$ cat src/rtl/imu_frame_parser_macros.svh
// assertion macros for the imu frame parser
`ifndef IMU_FRAME_PARSER_MACROS_SVH
`define IMU_FRAME_PARSER_MACROS_SVH

// same-cycle implication, checked on the rising clock edge outside reset
`define IFP_ASSERT_SAME(label, ante, cons, msg) \
    label: assert property (@(posedge aclk) disable iff (!aresetn) \
        (ante) |-> (cons)) else $error(msg);

// next-cycle implication, checked on the rising clock edge outside reset
`define IFP_ASSERT_NEXT(label, ante, cons, msg) \
    label: assert property (@(posedge aclk) disable iff (!aresetn) \
        (ante) |=> (cons)) else $error(msg);

`endif

$ cat src/rtl/imu_fp_pkg.sv
package imu_fp_pkg;

    // field widths
    localparam int BYTE_W    = 8;
    localparam int WORD_W    = 16;
    localparam int VALUE_W   = 24;
    localparam int KIND_W    = 2;
    localparam int CFG_IDX_W = 2;

    // frame layout: bytes 0..9 carry header, type and four words
    localparam int FRAME_LEN_DEF = 11;
    localparam int SNAP_N        = 10;

    // queue between front and back
    localparam int Q_DEPTH = 2;

    // register reset values
    localparam logic [BYTE_W-1:0] HDR_RESET = 8'h55;
    localparam logic [BYTE_W-1:0] ACC_RESET = 8'h51;
    localparam logic [BYTE_W-1:0] ANG_RESET = 8'h53;
    localparam logic [BYTE_W-1:0] QUA_RESET = 8'h59;

    // register indexes
    typedef logic [CFG_IDX_W-1:0] cfg_idx_t;
    localparam cfg_idx_t REG_HEADER = 2'd0;
    localparam cfg_idx_t REG_ACCEL  = 2'd1;
    localparam cfg_idx_t REG_ANGLE  = 2'd2;
    localparam cfg_idx_t REG_QUAT   = 2'd3;

    // result kinds
    typedef logic [KIND_W-1:0] kind_t;
    localparam kind_t KIND_ACCEL = 2'd0;
    localparam kind_t KIND_ANGLE = 2'd1;
    localparam kind_t KIND_QUAT  = 2'd2;

    // one classified frame, raw words
    typedef struct packed {
        kind_t                     kind;
        logic signed [WORD_W-1:0]  word_a;
        logic signed [WORD_W-1:0]  word_b;
        logic signed [WORD_W-1:0]  word_c;
        logic signed [WORD_W-1:0]  word_d;
    } frame_t;

endpackage

$ cat src/rtl/imu_fp_front.sv
module imu_fp_front #(
    parameter int FRAME_LEN = imu_fp_pkg::FRAME_LEN_DEF
) (
    input  logic                          aclk,
    input  logic                          aresetn,
    input  logic                          in_valid,
    output logic                          in_ready,
    input  logic [imu_fp_pkg::BYTE_W-1:0] in_byte,
    input  logic                          cfg_valid,
    input  imu_fp_pkg::cfg_idx_t          cfg_index,
    input  logic [imu_fp_pkg::BYTE_W-1:0] cfg_data,
    output logic                          push_valid,
    input  logic                          push_ready,
    output imu_fp_pkg::frame_t            push_frame
);
    import imu_fp_pkg::*;

    localparam int CNT_W = $clog2(FRAME_LEN);

    logic [BYTE_W-1:0] header_reg;
    logic [BYTE_W-1:0] accel_reg;
    logic [BYTE_W-1:0] angle_reg;
    logic [BYTE_W-1:0] quat_reg;

    logic [CNT_W-1:0]  count_reg;
    logic [CNT_W-1:0]  count_next;
    logic [BYTE_W-1:0] store_reg [SNAP_N];
    logic [BYTE_W-1:0] snap [SNAP_N];

    logic accept;
    logic hdr_ok;
    logic last;
    logic is_acc;
    logic is_ang;
    logic is_qua;

    // configuration registers
    always_ff @(posedge aclk) begin
        if (!aresetn) begin
            header_reg <= HDR_RESET;
            accel_reg  <= ACC_RESET;
            angle_reg  <= ANG_RESET;
            quat_reg   <= QUA_RESET;
        end else if (cfg_valid) begin
            unique case (cfg_index)
                REG_HEADER: header_reg <= cfg_data;
                REG_ACCEL:  accel_reg  <= cfg_data;
                REG_ANGLE:  angle_reg  <= cfg_data;
                REG_QUAT:   quat_reg   <= cfg_data;
            endcase
        end
    end

    assign in_ready = push_ready;
    assign accept   = in_valid && in_ready;

    // frame as seen with the incoming byte in its slot
    always_comb begin
        for (int i = 0; i < SNAP_N; i++) begin
            snap[i] = (count_reg == CNT_W'(i)) ? in_byte : store_reg[i];
        end
    end

    assign hdr_ok = (snap[0] == header_reg);
    assign last   = (count_reg == CNT_W'(FRAME_LEN - 1));

    // type match, acceleration first, then angle, then quaternion
    assign is_acc = (snap[1] == accel_reg);
    assign is_ang = !is_acc && (snap[1] == angle_reg);
    assign is_qua = !is_acc && !is_ang && (snap[1] == quat_reg);

    // byte position
    always_comb begin
        count_next = count_reg;
        if (accept) begin
            if (!hdr_ok || last) begin
                count_next = '0;
            end else begin
                count_next = count_reg + CNT_W'(1);
            end
        end
    end

    always_ff @(posedge aclk) begin
        if (!aresetn) begin
            count_reg <= '0;
        end else begin
            count_reg <= count_next;
        end
    end

    // frame store, each slot written when its byte arrives
    always_ff @(posedge aclk) begin
        for (int i = 0; i < SNAP_N; i++) begin
            if (accept && count_reg == CNT_W'(i)) begin
                store_reg[i] <= in_byte;
            end
        end
    end

    // hand a complete known frame to the queue
    assign push_valid = accept && hdr_ok && last && (is_acc || is_ang || is_qua);

    always_comb begin
        if (is_acc) begin
            push_frame.kind = KIND_ACCEL;
        end else if (is_ang) begin
            push_frame.kind = KIND_ANGLE;
        end else begin
            push_frame.kind = KIND_QUAT;
        end
        push_frame.word_a = {snap[3], snap[2]};
        push_frame.word_b = {snap[5], snap[4]};
        push_frame.word_c = {snap[7], snap[6]};
        push_frame.word_d = {snap[9], snap[8]};
    end

endmodule

$ cat src/rtl/imu_fp_queue.sv
module imu_fp_queue (
    input  logic               aclk,
    input  logic               aresetn,
    input  logic               wr_valid,
    output logic               wr_ready,
    input  imu_fp_pkg::frame_t wr_frame,
    output logic               rd_valid,
    input  logic               rd_ready,
    output imu_fp_pkg::frame_t rd_frame
);
    import imu_fp_pkg::*;

    localparam int PTR_W = (Q_DEPTH > 1) ? $clog2(Q_DEPTH) : 1;
    localparam int CNT_W = $clog2(Q_DEPTH + 1);

    frame_t           mem_reg [Q_DEPTH];
    logic [PTR_W-1:0] wr_ptr_reg;
    logic [PTR_W-1:0] rd_ptr_reg;
    logic [CNT_W-1:0] count_reg;
    logic [CNT_W-1:0] count_next;
    logic             do_wr;
    logic             do_rd;

    assign wr_ready = (count_reg != CNT_W'(Q_DEPTH));
    assign rd_valid = (count_reg != '0);
    assign rd_frame = mem_reg[rd_ptr_reg];
    assign do_wr    = wr_valid && wr_ready;
    assign do_rd    = rd_valid && rd_ready;

    // occupancy
    always_comb begin
        count_next = count_reg;
        if (do_wr && !do_rd) begin
            count_next = count_reg + CNT_W'(1);
        end else if (do_rd && !do_wr) begin
            count_next = count_reg - CNT_W'(1);
        end
    end

    // pointers wrap at the queue depth
    always_ff @(posedge aclk) begin
        if (!aresetn) begin
            wr_ptr_reg <= '0;
            rd_ptr_reg <= '0;
            count_reg  <= '0;
        end else begin
            count_reg <= count_next;
            if (do_wr) begin
                wr_ptr_reg <= (wr_ptr_reg == PTR_W'(Q_DEPTH - 1)) ? '0
                                                                 : wr_ptr_reg + PTR_W'(1);
            end
            if (do_rd) begin
                rd_ptr_reg <= (rd_ptr_reg == PTR_W'(Q_DEPTH - 1)) ? '0
                                                                 : rd_ptr_reg + PTR_W'(1);
            end
        end
    end

    // entry storage
    always_ff @(posedge aclk) begin
        if (do_wr) begin
            mem_reg[wr_ptr_reg] <= wr_frame;
        end
    end

endmodule

$ cat src/rtl/imu_fp_back.sv
module imu_fp_back (
    input  logic                                  aclk,
    input  logic                                  aresetn,
    input  logic                                  frm_valid,
    output logic                                  frm_ready,
    input  imu_fp_pkg::frame_t                    frm,
    output logic                                  out_valid,
    input  logic                                  out_ready,
    output imu_fp_pkg::kind_t                     out_kind,
    output logic signed [imu_fp_pkg::VALUE_W-1:0] out_a,
    output logic signed [imu_fp_pkg::VALUE_W-1:0] out_b,
    output logic signed [imu_fp_pkg::VALUE_W-1:0] out_c,
    output logic signed [imu_fp_pkg::WORD_W-1:0]  out_d
);
    import imu_fp_pkg::*;

    localparam logic signed [8:0] ANGLE_SCALE = 9'sd180;

    logic                       valid_reg;
    kind_t                      kind_reg;
    logic signed [VALUE_W-1:0]  a_reg;
    logic signed [VALUE_W-1:0]  b_reg;
    logic signed [VALUE_W-1:0]  c_reg;
    logic signed [WORD_W-1:0]   d_reg;
    logic signed [VALUE_W-1:0]  a_next;
    logic signed [VALUE_W-1:0]  b_next;
    logic signed [VALUE_W-1:0]  c_next;
    logic signed [WORD_W-1:0]   d_next;
    logic                       take;

    // scale one word: shift for acceleration, constant multiply for angle
    function automatic logic signed [VALUE_W-1:0] scale_word(
        input kind_t                    k,
        input logic signed [WORD_W-1:0] w
    );
        logic signed [WORD_W+8:0] prod;
        logic signed [VALUE_W-1:0] res;
        prod = w * ANGLE_SCALE;
        case (k)
            KIND_ACCEL: res = {{(VALUE_W-WORD_W-4){w[WORD_W-1]}}, w, 4'b0000};
            KIND_ANGLE: res = prod[VALUE_W-1:0];
            default:    res = {{(VALUE_W-WORD_W){w[WORD_W-1]}}, w};
        endcase
        return res;
    endfunction

    assign take      = frm_valid && (!valid_reg || out_ready);
    assign frm_ready = !valid_reg || out_ready;

    assign a_next = scale_word(frm.kind, frm.word_a);
    assign b_next = scale_word(frm.kind, frm.word_b);
    assign c_next = scale_word(frm.kind, frm.word_c);
    assign d_next = (frm.kind == KIND_QUAT) ? frm.word_d : '0;

    // output register
    always_ff @(posedge aclk) begin
        if (!aresetn) begin
            valid_reg <= 1'b0;
        end else if (take) begin
            valid_reg <= 1'b1;
        end else if (out_ready) begin
            valid_reg <= 1'b0;
        end
    end

    always_ff @(posedge aclk) begin
        if (take) begin
            kind_reg <= frm.kind;
            a_reg    <= a_next;
            b_reg    <= b_next;
            c_reg    <= c_next;
            d_reg    <= d_next;
        end
    end

    assign out_valid = valid_reg;
    assign out_kind  = kind_reg;
    assign out_a     = a_reg;
    assign out_b     = b_reg;
    assign out_c     = c_reg;
    assign out_d     = d_reg;

endmodule

$ cat src/rtl/imu_frame_parser.sv
// Byte-serial parser for fixed-length inertial sensor frames. One received
// byte is taken per item and the block accepts a byte in every clock cycle;
// s_ready drops only when the two-entry frame queue is full, which happens
// only while m_ready holds results back. A frame whose first byte matches
// header_byte and whose type byte matches accel_code, angle_code or
// quat_code (checked in that order) yields one result after its last byte
// is accepted, registered first in the queue, then in the output register
// where the scaling multiply lands. Acceleration words come out times 16,
// angle words times 180, quaternion words unscaled with the fourth word on
// m_value_d (zero otherwise). Frames of other types are dropped, no checksum
// is checked. Configuration writes are taken in any cycle (cfg_ready is
// always high) and must only be made while no frame is in flight.
`include "imu_frame_parser_macros.svh"

module imu_frame_parser #(
    parameter int FRAME_LEN = imu_fp_pkg::FRAME_LEN_DEF
) (
    input  logic                                  aclk,
    input  logic                                  aresetn,
    input  logic                                  s_valid,
    output logic                                  s_ready,
    input  logic [imu_fp_pkg::BYTE_W-1:0]         s_rx_byte,
    output logic                                  m_valid,
    input  logic                                  m_ready,
    output imu_fp_pkg::kind_t                     m_kind,
    output logic signed [imu_fp_pkg::VALUE_W-1:0] m_value_a,
    output logic signed [imu_fp_pkg::VALUE_W-1:0] m_value_b,
    output logic signed [imu_fp_pkg::VALUE_W-1:0] m_value_c,
    output logic signed [imu_fp_pkg::WORD_W-1:0]  m_value_d,
    input  logic                                  cfg_valid,
    output logic                                  cfg_ready,
    input  imu_fp_pkg::cfg_idx_t                  cfg_index,
    input  logic [imu_fp_pkg::BYTE_W-1:0]         cfg_data
);
    import imu_fp_pkg::*;

    logic   push_valid;
    logic   push_ready;
    frame_t push_frame;
    logic   pop_valid;
    logic   pop_ready;
    frame_t pop_frame;

    assign cfg_ready = 1'b1;

    // byte collection and frame classification
    imu_fp_front #(
        .FRAME_LEN (FRAME_LEN)
    ) u_front (
        .aclk       (aclk),
        .aresetn    (aresetn),
        .in_valid   (s_valid),
        .in_ready   (s_ready),
        .in_byte    (s_rx_byte),
        .cfg_valid  (cfg_valid),
        .cfg_index  (cfg_index),
        .cfg_data   (cfg_data),
        .push_valid (push_valid),
        .push_ready (push_ready),
        .push_frame (push_frame)
    );

    // frame queue between front and back
    imu_fp_queue u_queue (
        .aclk     (aclk),
        .aresetn  (aresetn),
        .wr_valid (push_valid),
        .wr_ready (push_ready),
        .wr_frame (push_frame),
        .rd_valid (pop_valid),
        .rd_ready (pop_ready),
        .rd_frame (pop_frame)
    );

    // scaling and output register
    imu_fp_back u_back (
        .aclk      (aclk),
        .aresetn   (aresetn),
        .frm_valid (pop_valid),
        .frm_ready (pop_ready),
        .frm       (pop_frame),
        .out_valid (m_valid),
        .out_ready (m_ready),
        .out_kind  (m_kind),
        .out_a     (m_value_a),
        .out_b     (m_value_b),
        .out_c     (m_value_c),
        .out_d     (m_value_d)
    );

    // checks
    `IFP_ASSERT_SAME(a_push_room, push_valid, push_ready, "frame pushed into a full queue")
    `IFP_ASSERT_SAME(a_kind_legal, m_valid, (m_kind == KIND_ACCEL || m_kind == KIND_ANGLE || m_kind == KIND_QUAT), "result kind out of range")
    `IFP_ASSERT_SAME(a_d_zero, m_valid && m_kind != KIND_QUAT, m_value_d == '0, "fourth word set on a non-quaternion result")
    `IFP_ASSERT_NEXT(a_queue_drains, pop_valid && pop_ready && !push_valid && !s_valid, m_valid, "queued frame did not reach the output")

endmodule

$ cat config.mk
export PLATFORM = sky130hd
export DESIGN_NAME = imu_frame_parser
export DESIGN_NICKNAME = d
export VERILOG_FILES = /design/src/rtl/imu_fp_pkg.sv /design/src/rtl/imu_fp_front.sv /design/src/rtl/imu_fp_queue.sv /design/src/rtl/imu_fp_back.sv /design/src/rtl/imu_frame_parser.sv
export VERILOG_INCLUDE_DIRS = /design/src /design/src/rtl
export SDC_FILE = /design/constraint.sdc
export NUM_CORES = 1
export LEC_CHECK = 0
export BUFFER_PORTS_ARGS = -buffer_cell sky130_fd_sc_hd__buf_2
export CAP_MARGIN = 20
export CORE_ASPECT_RATIO = 1.5
export CORE_UTILIZATION = 35
export DETAILED_ROUTE_END_ITERATION = 7
export HOLD_SLACK_MARGIN = 0.03
export PLACE_DENSITY = 0.47
export SYNTH_ARGS = -nofsm -noshare
export SYNTH_HDL_FRONTEND = slang
export SYNTH_SLANG_ARGS = --single-unit
$ cat constraint.sdc
create_clock -name aclk -period 7.4 [get_ports aclk]
set_clock_uncertainty 0.05 [all_clocks]
set_input_delay 1.11 -clock aclk [delete_from_list [all_inputs] [get_ports aclk]]
set_output_delay 1.11 -clock aclk [all_outputs]
set_load 0.1 [all_outputs]
# After elaboration in Yosys (flattened, before gate mapping)
# Memory sizes are Yosys's and may differ from the RTL's. A register that Yosys moved wholly into a read port is not among the register bits.
# Index checks and enable logic that the tools add are counted.
# W data, S select, Z words.
dict set report totals {
  inputBits 23
  word_cells 167
  register_bits 131
  output_inout_bits 93
  mem_count 2
  mem_bits_rw 212
}
# memory depth width rd rd_ports_with_merged_regs write_ports line
set memory_table {}
lappend memory_table {u_queue.mem_reg 2 66 1 1 1 imu_fp_queue.sv:16} ;# frame_t mem_reg [Q_DEPTH];
lappend memory_table {u_front.store_reg 10 8 10 0 1 imu_fp_front.sv:27} ;# logic [BYTE_W-1:0] store_reg [SNAP_N];
dict set report classes {
  eq_ne 20
  n_reduce_logical 50
  multipliers 3
  n_mux 73
  n_addsub 5
}
# cell n
set ops {}
lappend ops {{$mux W8} 19}
lappend ops {{$pmux W24 S2} 3}
lappend ops {{$reduce_or A8 Y1} 9}
lappend ops {{$mul A16 B7 Y22 const B} 3}
lappend ops {{$mux W4} 10}
lappend ops {{$mux W1} 37}
lappend ops {{$eq A8 B8 Y1} 4}
lappend ops {{$logic_and A1 B1 Y1} 21}
lappend ops {{$eq A4 B3 Y1 const B} 4}
lappend ops {{$eq A4 B4 Y1 const B} 3}
lappend ops {{$eq A4 B2 Y1 const B} 2}
lappend ops {{$mux W2} 4}
lappend ops {{$reduce_and A2 Y1} 4}
lappend ops {{$eq A2 B2 Y1 const B} 3}
lappend ops {{$logic_not A1 Y1} 6}
lappend ops {{$reduce_bool A2 Y1} 3}
lappend ops {{$add A4 B1 Y4 const B} 1}
lappend ops {{$eq A2 B1 Y1 const B} 2}
lappend ops {{$eq A4 B1 Y1 const B} 1}
lappend ops {{$logic_not A2 Y1} 2}
lappend ops {{$logic_not A4 Y1} 1}
lappend ops {{$logic_or A1 B1 Y1} 4}
lappend ops {{$add A1 B1 Y1 const B} 2}
lappend ops {{$add A2 B1 Y2 const B} 1}
lappend ops {{2 further kinds} 2}

# Logic depth before layout (Yosys ltp)
# Gate-level depths: netlist (run 1).
dict set report logic_depth {
  depth_word 15
  mapped_depth 22
}

# Modules after synthesis
# A second synthesis (run 1) with hierarchy kept.
dict set report unflattened {
  cells_unflattened 1768
  area_unflattened_um2 20652.3
}
# module area_each_um2 cells_per_inst seq_area_each_um2 n_inst
set modules_own_cells {}
lappend modules_own_cells {imu_fp_back 10236.1 1066 2722.6 1}
lappend modules_own_cells {imu_fp_front 5392.7 471 3123.0 1}
lappend modules_own_cells {imu_fp_queue 5012.3 229 4063.9 1}
lappend modules_own_cells {imu_frame_parser 11.3 2 0.0 1}

# Worst setup path before layout (run 1)
# Ideal clock, no wire load.
dict set report synth_timing {
  path_kind {input port to flip-flop}
  start {input port m_ready}
  end {register u_queue.count_reg[1]}
  path_stages 6
  n_path_buf 0
  setup_time_ps 76
  path_slack_ps 1157
  arrival_time_ps 6118
  path_cell_list {nor2b_1 nor2_1 inv_1 ha_1 or3_1 a21boi_0}
}
dict set report synth_via {
  elab_chain_cells 5
}
# item line
set synth_lines {}
lappend synth_lines {{from (decl)} imu_frame_parser.sv:24} ;# input logic m_ready,
lappend synth_lines {{$logic_or A1 B1 Y1 (*)} n/a}
lappend synth_lines {{$logic_and A1 B1 Y1 (*)} n/a}
lappend synth_lines {{named net u_back.take} imu_fp_back.sv:29} ;# logic take;
lappend synth_lines {{$logic_not A1 Y1} imu_fp_queue.sv:33} ;# if (do_wr && !do_rd) begin
lappend synth_lines {{$logic_and A1 B1 Y1} imu_fp_queue.sv:33}
lappend synth_lines {{$mux W2 / $reduce_bool A2 Y1 (equally long branches)} n/a}
lappend synth_lines {{to (signal assigned)} imu_fp_queue.sv:47} ;# count_reg <= count_next;
lappend synth_lines {{to (decl)} imu_fp_queue.sv:19} ;# logic [CNT_W-1:0] count_reg;
# Mark *: on every way through the listed nets, which the timed path passes. The rest lies on a longest branch.
# A chain may end at the register's enable or synchronous reset.

==> flow_metrics.env, run 1 <==
export IMPL_status="finished clean"
export IMPL_seqCellArea_um2=9913
export IMPL_post_cts_setup_buffers=0
export IMPL_cap_violations=0
export IMPL_rsz0062_at_grt="no"
export IMPL_cp_arrival_ps=6210
export IMPL_slew_headroom_pct=29.06
export IMPL_routed_wl_um=49120
export IMPL_utilization_pct=40.23
export IMPL_route_met2_wl_um=24970
export IMPL_cts_root_buf="clkbuf_16"
export IMPL_worstSkewPairLatency_ps=570
export IMPL_worstPathRequired_ps=7620
export IMPL_start_kind="register"
export IMPL_grt_max_degree=66
export IMPL_top_layer="met5"
export IMPL_wl_per_cell_um=18.45
export IMPL_synthesis_area_um2=20350
export IMPL_io_pins=116
export IMPL_io_buffers=114
export IMPL_hold_buffers=0
export IMPL_r2r_cells=18
export IMPL_holdPathStages=2
export IMPL_synthDominantCellAreaShare_pct=44.57
export IMPL_synth_ff_type="edfxtp_1"
export IMPL_grt_pass1_vias=13517
export IMPL_vias=13016
export IMPL_cts_tree="done"
export IMPL_cts_sinks=344
export IMPL_area_delta_synth_final_pct=13.04
export IMPL_die_x_um=198.9
export IMPL_yosysWarnings=0
export IMPL_met3_length_um=1451
export IMPL_synth_area_per_cell_um2=11.57
export IMPL_fillCellCount=5537
export IMPL_die_h_um=297.3
export IMPL_largest_reg_flops=132
export IMPL_fin_cells=2662
export IMPL_dr_pass1_iters=5
export IMPL_layout_setup_ws_ps=1411
export IMPL_grt_pass1_wl_um=76250
export IMPL_grt_overflow_total=0
export IMPL_finalSetupViolCount=0
export IMPL_fin_nets=2136
export IMPL_drive_above_1_share_pct=13.90
export IMPL_ant_nets=0
export IMPL_start_util_pct=35.59
export IMPL_cts_buffers=37
export IMPL_fmax_mhz=167.0
export IMPL_clkTransAtPathRegs_ps=60
export IMPL_dpl_worst_slack_ps=1442
export IMPL_track_usage_pct=16.91
export IMPL_htreeDepth=2
export IMPL_hold_class="reg2reg"
export IMPL_grt_antenna_before_repair=1
export IMPL_vias_per_cell=4.890
export IMPL_hold_violations=0
export IMPL_cp_end_kind="register"
export IMPL_seq_area_frac_synth_pct=48.71
export IMPL_fin_crit_sh_pct=80.93
export IMPL_syn_inst=1758
export IMPL_place_inst=2595
export IMPL_yosysMostFrequentCell="edfxtp_1"
export IMPL_critPathMaxFanout=50
export IMPL_ys_seq_elements=344
export IMPL_drc=0
export IMPL_synthesis_nets=2023
export IMPL_critical_path_class="reg2reg"
export IMPL_cts_resized=0
export IMPL_num_antenna_cells=0
export IMPL_core_um2=57170
export IMPL_dp_hpwl_um=35680
export IMPL_min_period_ps=5989
export IMPL_dieArea_um2=59120
export IMPL_multi_input_area_um2=9271
export IMPL_synthTopCellsByCount="edfxtp_1, inv_1, ha_1, nand2_1, nor2_1"
export IMPL_synthTopCellsByArea="edfxtp_1, ha_1, fa_1, inv_1, dfxtp_1"
export IMPL_synth_top_area_cell="edfxtp_1"
export IMPL_tightest_slew_ps=1062
export IMPL_slew_viol_final=0
export IMPL_rows=107
export IMPL_gp_congestion=0.8397
export IMPL_synth_edf_count=302
export IMPL_tns_ps=0
export IMPL_met1_length_um=21340
export IMPL_ys_async_sr_fraction_pct=0
export IMPL_drt_initial_drc_count=470
export IMPL_max_clock_path_buffers=3
export IMPL_yosysUniqueCellTypes=65
[area by class of cell]
class | count | area share (%)
Clock buffer | 56 | 4.466
Clock inverter | 11 | 0.7181
Inverter | 251 | 4.096
Multi-Input combinational cell | 1104 | 40.31
Sequential cell | 344 | 43.10
Tap cell | 763 | 4.151
Timing Repair Buffer | 133 | 3.155
[critical path: stages, from the launching register on]
cell,delay (ps)
dfxtp_4,880
buf_4,370
mux2_2,420
ha_1,300
ha_1,180
inv_1,70
fa_1,440
fa_1,510
inv_1,40
ha_1,290
o21ai_0,110
o21ai_0,150
o311a_1,380
a2111oi_0,680
nor2_1,170
a21o_1,210
a21oi_1,160
xor2_1,150
o21ai_0,80
[logic make-up (layout without fill, tap and decap cells)]
group | after synthesis | count (layout) | synth area share, %
other | 1 | 1 | 0.01843
xor gates and xnor gates | 71 | 71 | 3.056
AOI/OAI and AO/OA | 306 | 306 | 9.378
and+or+nand+nor | 342 | 342 | 7.626
DFF | 344 | 344 | 48.71
adders and majority gates | 242 | 242 | 17.87
muxes | 142 | 142 | 7.453
buffers and inverters | 310 | 451 | 5.891
[cells in the final DEF (no fill, tap or decap), drive strengths merged, types with 7 or more instances in the layout]
master	instances
clkbuf	56
mux2	66
nand2	129
nand2b	8
xnor2	48
o22ai	8
buf	133
nor3	13
dfxtp	42
nor2b	22
o21a	9
o31ai	7
and2	12
a21o	14
nand3	30
a211oi	28
fa	81
inv	253
a21oi	90
xor2	23
mux2i	76
o211ai	12
o21ai	84
a21boi	11
nor2	93
edfxtp	302
ha	161
[routing by layer]
metal  global-route usage [%]  vias to the layer above
li1                         -                     6370
met1                    20.50                     6357
met2                    30.38                      220
met3                    2.494                       67
met4                    5.256                        2
met5                        0                        -
[path summary, 6_finish.rpt]
path / start / to / slack (ps)
setup / recovery: register / u_back.out_b[20]$_DFFE_PP_ / 1410
hold / removal: u_front.quat_reg[2]$_SDFFE_PN0P_ / u_front.quat_reg[2]$_SDFFE_PN0P_ / 430
setup reg to reg: register / u_back.out_b[20]$_DFFE_PP_ / 1410
hold reg to reg: u_front.quat_reg[2]$_SDFFE_PN0P_ / u_front.quat_reg[2]$_SDFFE_PN0P_ / 430
[per-stage QoR]
| stage | hold WS, ps | area (um2) |
|---|---|---|
| 2_1_floorplan | 405.3 | 20350 |
| 3_3_place_gp | 421.7 | 21810 |
| 3_5_place_dp | 424.5 | 21810 |
| 4_1_cts | 433.1 | 23000 |
| 5_1_grt | 450.8 | 23000 |
| 6_report | 428.8 | 23000 |
Power of run 1 is left out: the tool's default activity adds up to more than one toggle a clock period on the data nets, which glitch-free logic cannot reach.
==> run 2, diff against run 1 <==
==> constraint.sdc (replaced) <==
create_clock -name aclk -period 6.08 [get_ports aclk]
set_clock_uncertainty 0.05 [all_clocks]
set_input_delay 0.912 -clock aclk [delete_from_list [all_inputs] [get_ports aclk]]
set_output_delay 0.912 -clock aclk [all_outputs]
set_load 0.1 [all_outputs]
==> run 2 against run 1 <==
  * Routed wire length barely moved
  * Global-route usage grew 0.20 points
  * Critical path type unchanged
  * Clock-buffer cell count shrank 14
  * Non-clock buffer count up 18
  * Sequential cell count did not move
  * Die area stayed put
  * Worst hold slack better by 2.2 ps
  * Cell count up 0.71%
  * Critical path depth increased by 1
  * Setup slack worse by 920 ps
  * Fmax grew 7.2%
==> flow_metrics.env, run 2 (synthesis gave the netlist of run 1 again) <==
export IMPL_tns_ps=0
export IMPL_fin_nets=2154
export IMPL_cts_buffers=37
export IMPL_slew_headroom_pct=34.56
export IMPL_cp_end_kind="register"
export IMPL_io_buffers=114
export IMPL_holdPathStages=2
export IMPL_vias_per_cell=4.865
export IMPL_vias=13042
export IMPL_core_um2=57170
export IMPL_cp_arrival_ps=5820
export IMPL_grt_overflow_total=0
export IMPL_largest_reg_flops=132
export IMPL_cts_sinks=344
export IMPL_post_cts_setup_buffers=0
export IMPL_use_met1_pct=20.37
export IMPL_cts_resized=0
export IMPL_drc=0
export IMPL_final_common_cell="edfxtp_1"
export IMPL_grt_pass1_wl_um=77560
export IMPL_seqCellArea_um2=9913
export IMPL_gp_congestion=0.8823
export IMPL_tightest_slew_ps=979.3
export IMPL_grt_max_degree=67
export IMPL_place_inst=2613
export IMPL_dieArea_um2=59120
export IMPL_worstSkewPairLatency_ps=570
export IMPL_status="finished clean"
export IMPL_drive_above_1_share_pct=14.91
export IMPL_hold_class="reg2reg"
export IMPL_grtUsageMet3_pct=2.551
export IMPL_top_usage_layer="met2"
export IMPL_crit_chain="buf_12, mux2i_1, inv_1, ha_1, ha_1, fa_1, inv_1, fa_1, inv_1, ha_1, a21o_1, a21o_1, a221o_1, a21oi_1, o21ai_0, nor4_1, nor3_1, xnor2_1, o21ai_0"
export IMPL_htreeDepth=2
export IMPL_fillCellCount=5615
export IMPL_critical_path_class="reg2reg"
export IMPL_die_x_um=198.9
export IMPL_r2r_cells=19
export IMPL_hold_buffers=0
export IMPL_met2_usage_pct=31.05
export IMPL_start_util_pct=35.59
export IMPL_cts_root_buf="clkbuf_16"
export IMPL_slew_viol_final=0
export IMPL_drt_initial_drc_count=517
export IMPL_crit_path_max_incr_delay_ps=510
export IMPL_rows=107
export IMPL_cts_tree="done"
export IMPL_grt_antenna_before_repair=0
export IMPL_io_pins=116
export IMPL_rrSetupSlack_ps=490
export IMPL_hold_violations=0
export IMPL_die_h_um=297.3
export IMPL_start_kind="register"
export IMPL_multi_input_area_um2=9271
export IMPL_area_delta_synth_final_pct=14.01
export IMPL_fmax_mhz=179.0
export IMPL_track_usage_pct=17.11
export IMPL_mostFrequentLayoutCells="edfxtp_1, inv_1, ha_1"
export IMPL_whs_endpoint="u_front.quat_reg[2]$_SDFFE_PN0P_"
export IMPL_critPathMaxFanout=43
export IMPL_cap_violations=0
export IMPL_hp_start="u_front.quat_reg[2]$_SDFFE_PN0P_"
export IMPL_max_clock_path_buffers=3
export IMPL_path_delay_family="adder cells"
export IMPL_worstPathRequired_ps=6310
export IMPL_dp_hpwl_um=35560
export IMPL_grt_pass1_vias=13733
export IMPL_utilization_pct=40.58
export IMPL_fin_cells=2681
export IMPL_cpMaxStageDelayCell="dfxtp_4"
export IMPL_rsz0062_at_grt="no"
export IMPL_clkTransAtPathRegs_ps=70
export IMPL_wl_per_cell_um=18.33
export IMPL_min_period_ps=5586
export IMPL_dr_pass1_iters=7
export IMPL_finalSetupViolCount=0
export IMPL_fin_crit_sh_pct=91.88
export IMPL_routed_wl_um=49140
export IMPL_ant_nets=0
export IMPL_timing_rr_end="u_back.out_a[23]$_DFFE_PP_"
export IMPL_num_antenna_cells=0
export IMPL_cp_buffers_inverters=4
-- run 2: layer usage --
layer  wire (um)  part of all wire, %  vias to the layer above
met2       25220                   51                      243
met3        1552                  3.2                       70
met1       21070                   43                     6326
li1            -                    -                     6403
met4        1299                  2.6                        0
met5           0                    0                        -
-- run 2: how the worst max path moves through the flow --
| stage | from | endpoint | depth (start not counted) |
|---|---|---|---|
| 6_report | register | u_back.out_a[23]$_DFFE_PP_ | 19 |
| 5_1_grt | register | u_back.out_c[23]$_DFFE_PP_ | 19 |
| 4_1_cts | register | u_back.out_c[23]$_DFFE_PP_ | 19 |
| 3_5_place_dp | register | u_back.out_a[23]$_DFFE_PP_ | 19 |
| 3_3_place_gp | register | u_back.out_a[21]$_DFFE_PP_ | 19 |
| 2_1_floorplan | m_ready | u_queue.count_reg[1]$_SDFFE_PN0P_ | 6 |
-- run 2: final cells by class --
type	count	area share, %
sequential	344	42.74
multi-input combinational	1104	39.97
tap	763	4.116
clock buffer	42	4.072
inverter	251	4.062
timing repair buffer	151	3.819
clock inverter	26	1.224
-- run 2: worst register-to-register path: stages (launching register included) --
cell and delay [ps]:
dfxtp_4 510, buf_12 300, mux2i_1 510, inv_1 160
ha_1 320, ha_1 290, fa_1 480, inv_1 50
fa_1 500, inv_1 40, ha_1 350, a21o_1 200
a21o_1 170, a221o_1 330, a21oi_1 260, o21ai_0 230
nor4_1 240, nor3_1 110, xnor2_1 130, o21ai_0 80
-- run 2: through the flow --
stage / area (um2) / setup WS, ps / hold WS, ps
floorplan: 20350 / 34.94 / 405.3
CTS: 23200 / 473.4 / 435.2
finish: 23200 / 493.8 / 431.0
global placement: 21970 / 567.2 / 422.2
global route: 23200 / 114.8 / 454.3
detailed placement: 21970 / 498.7 / 425.8
Power of run 2 is left out for the same reason.
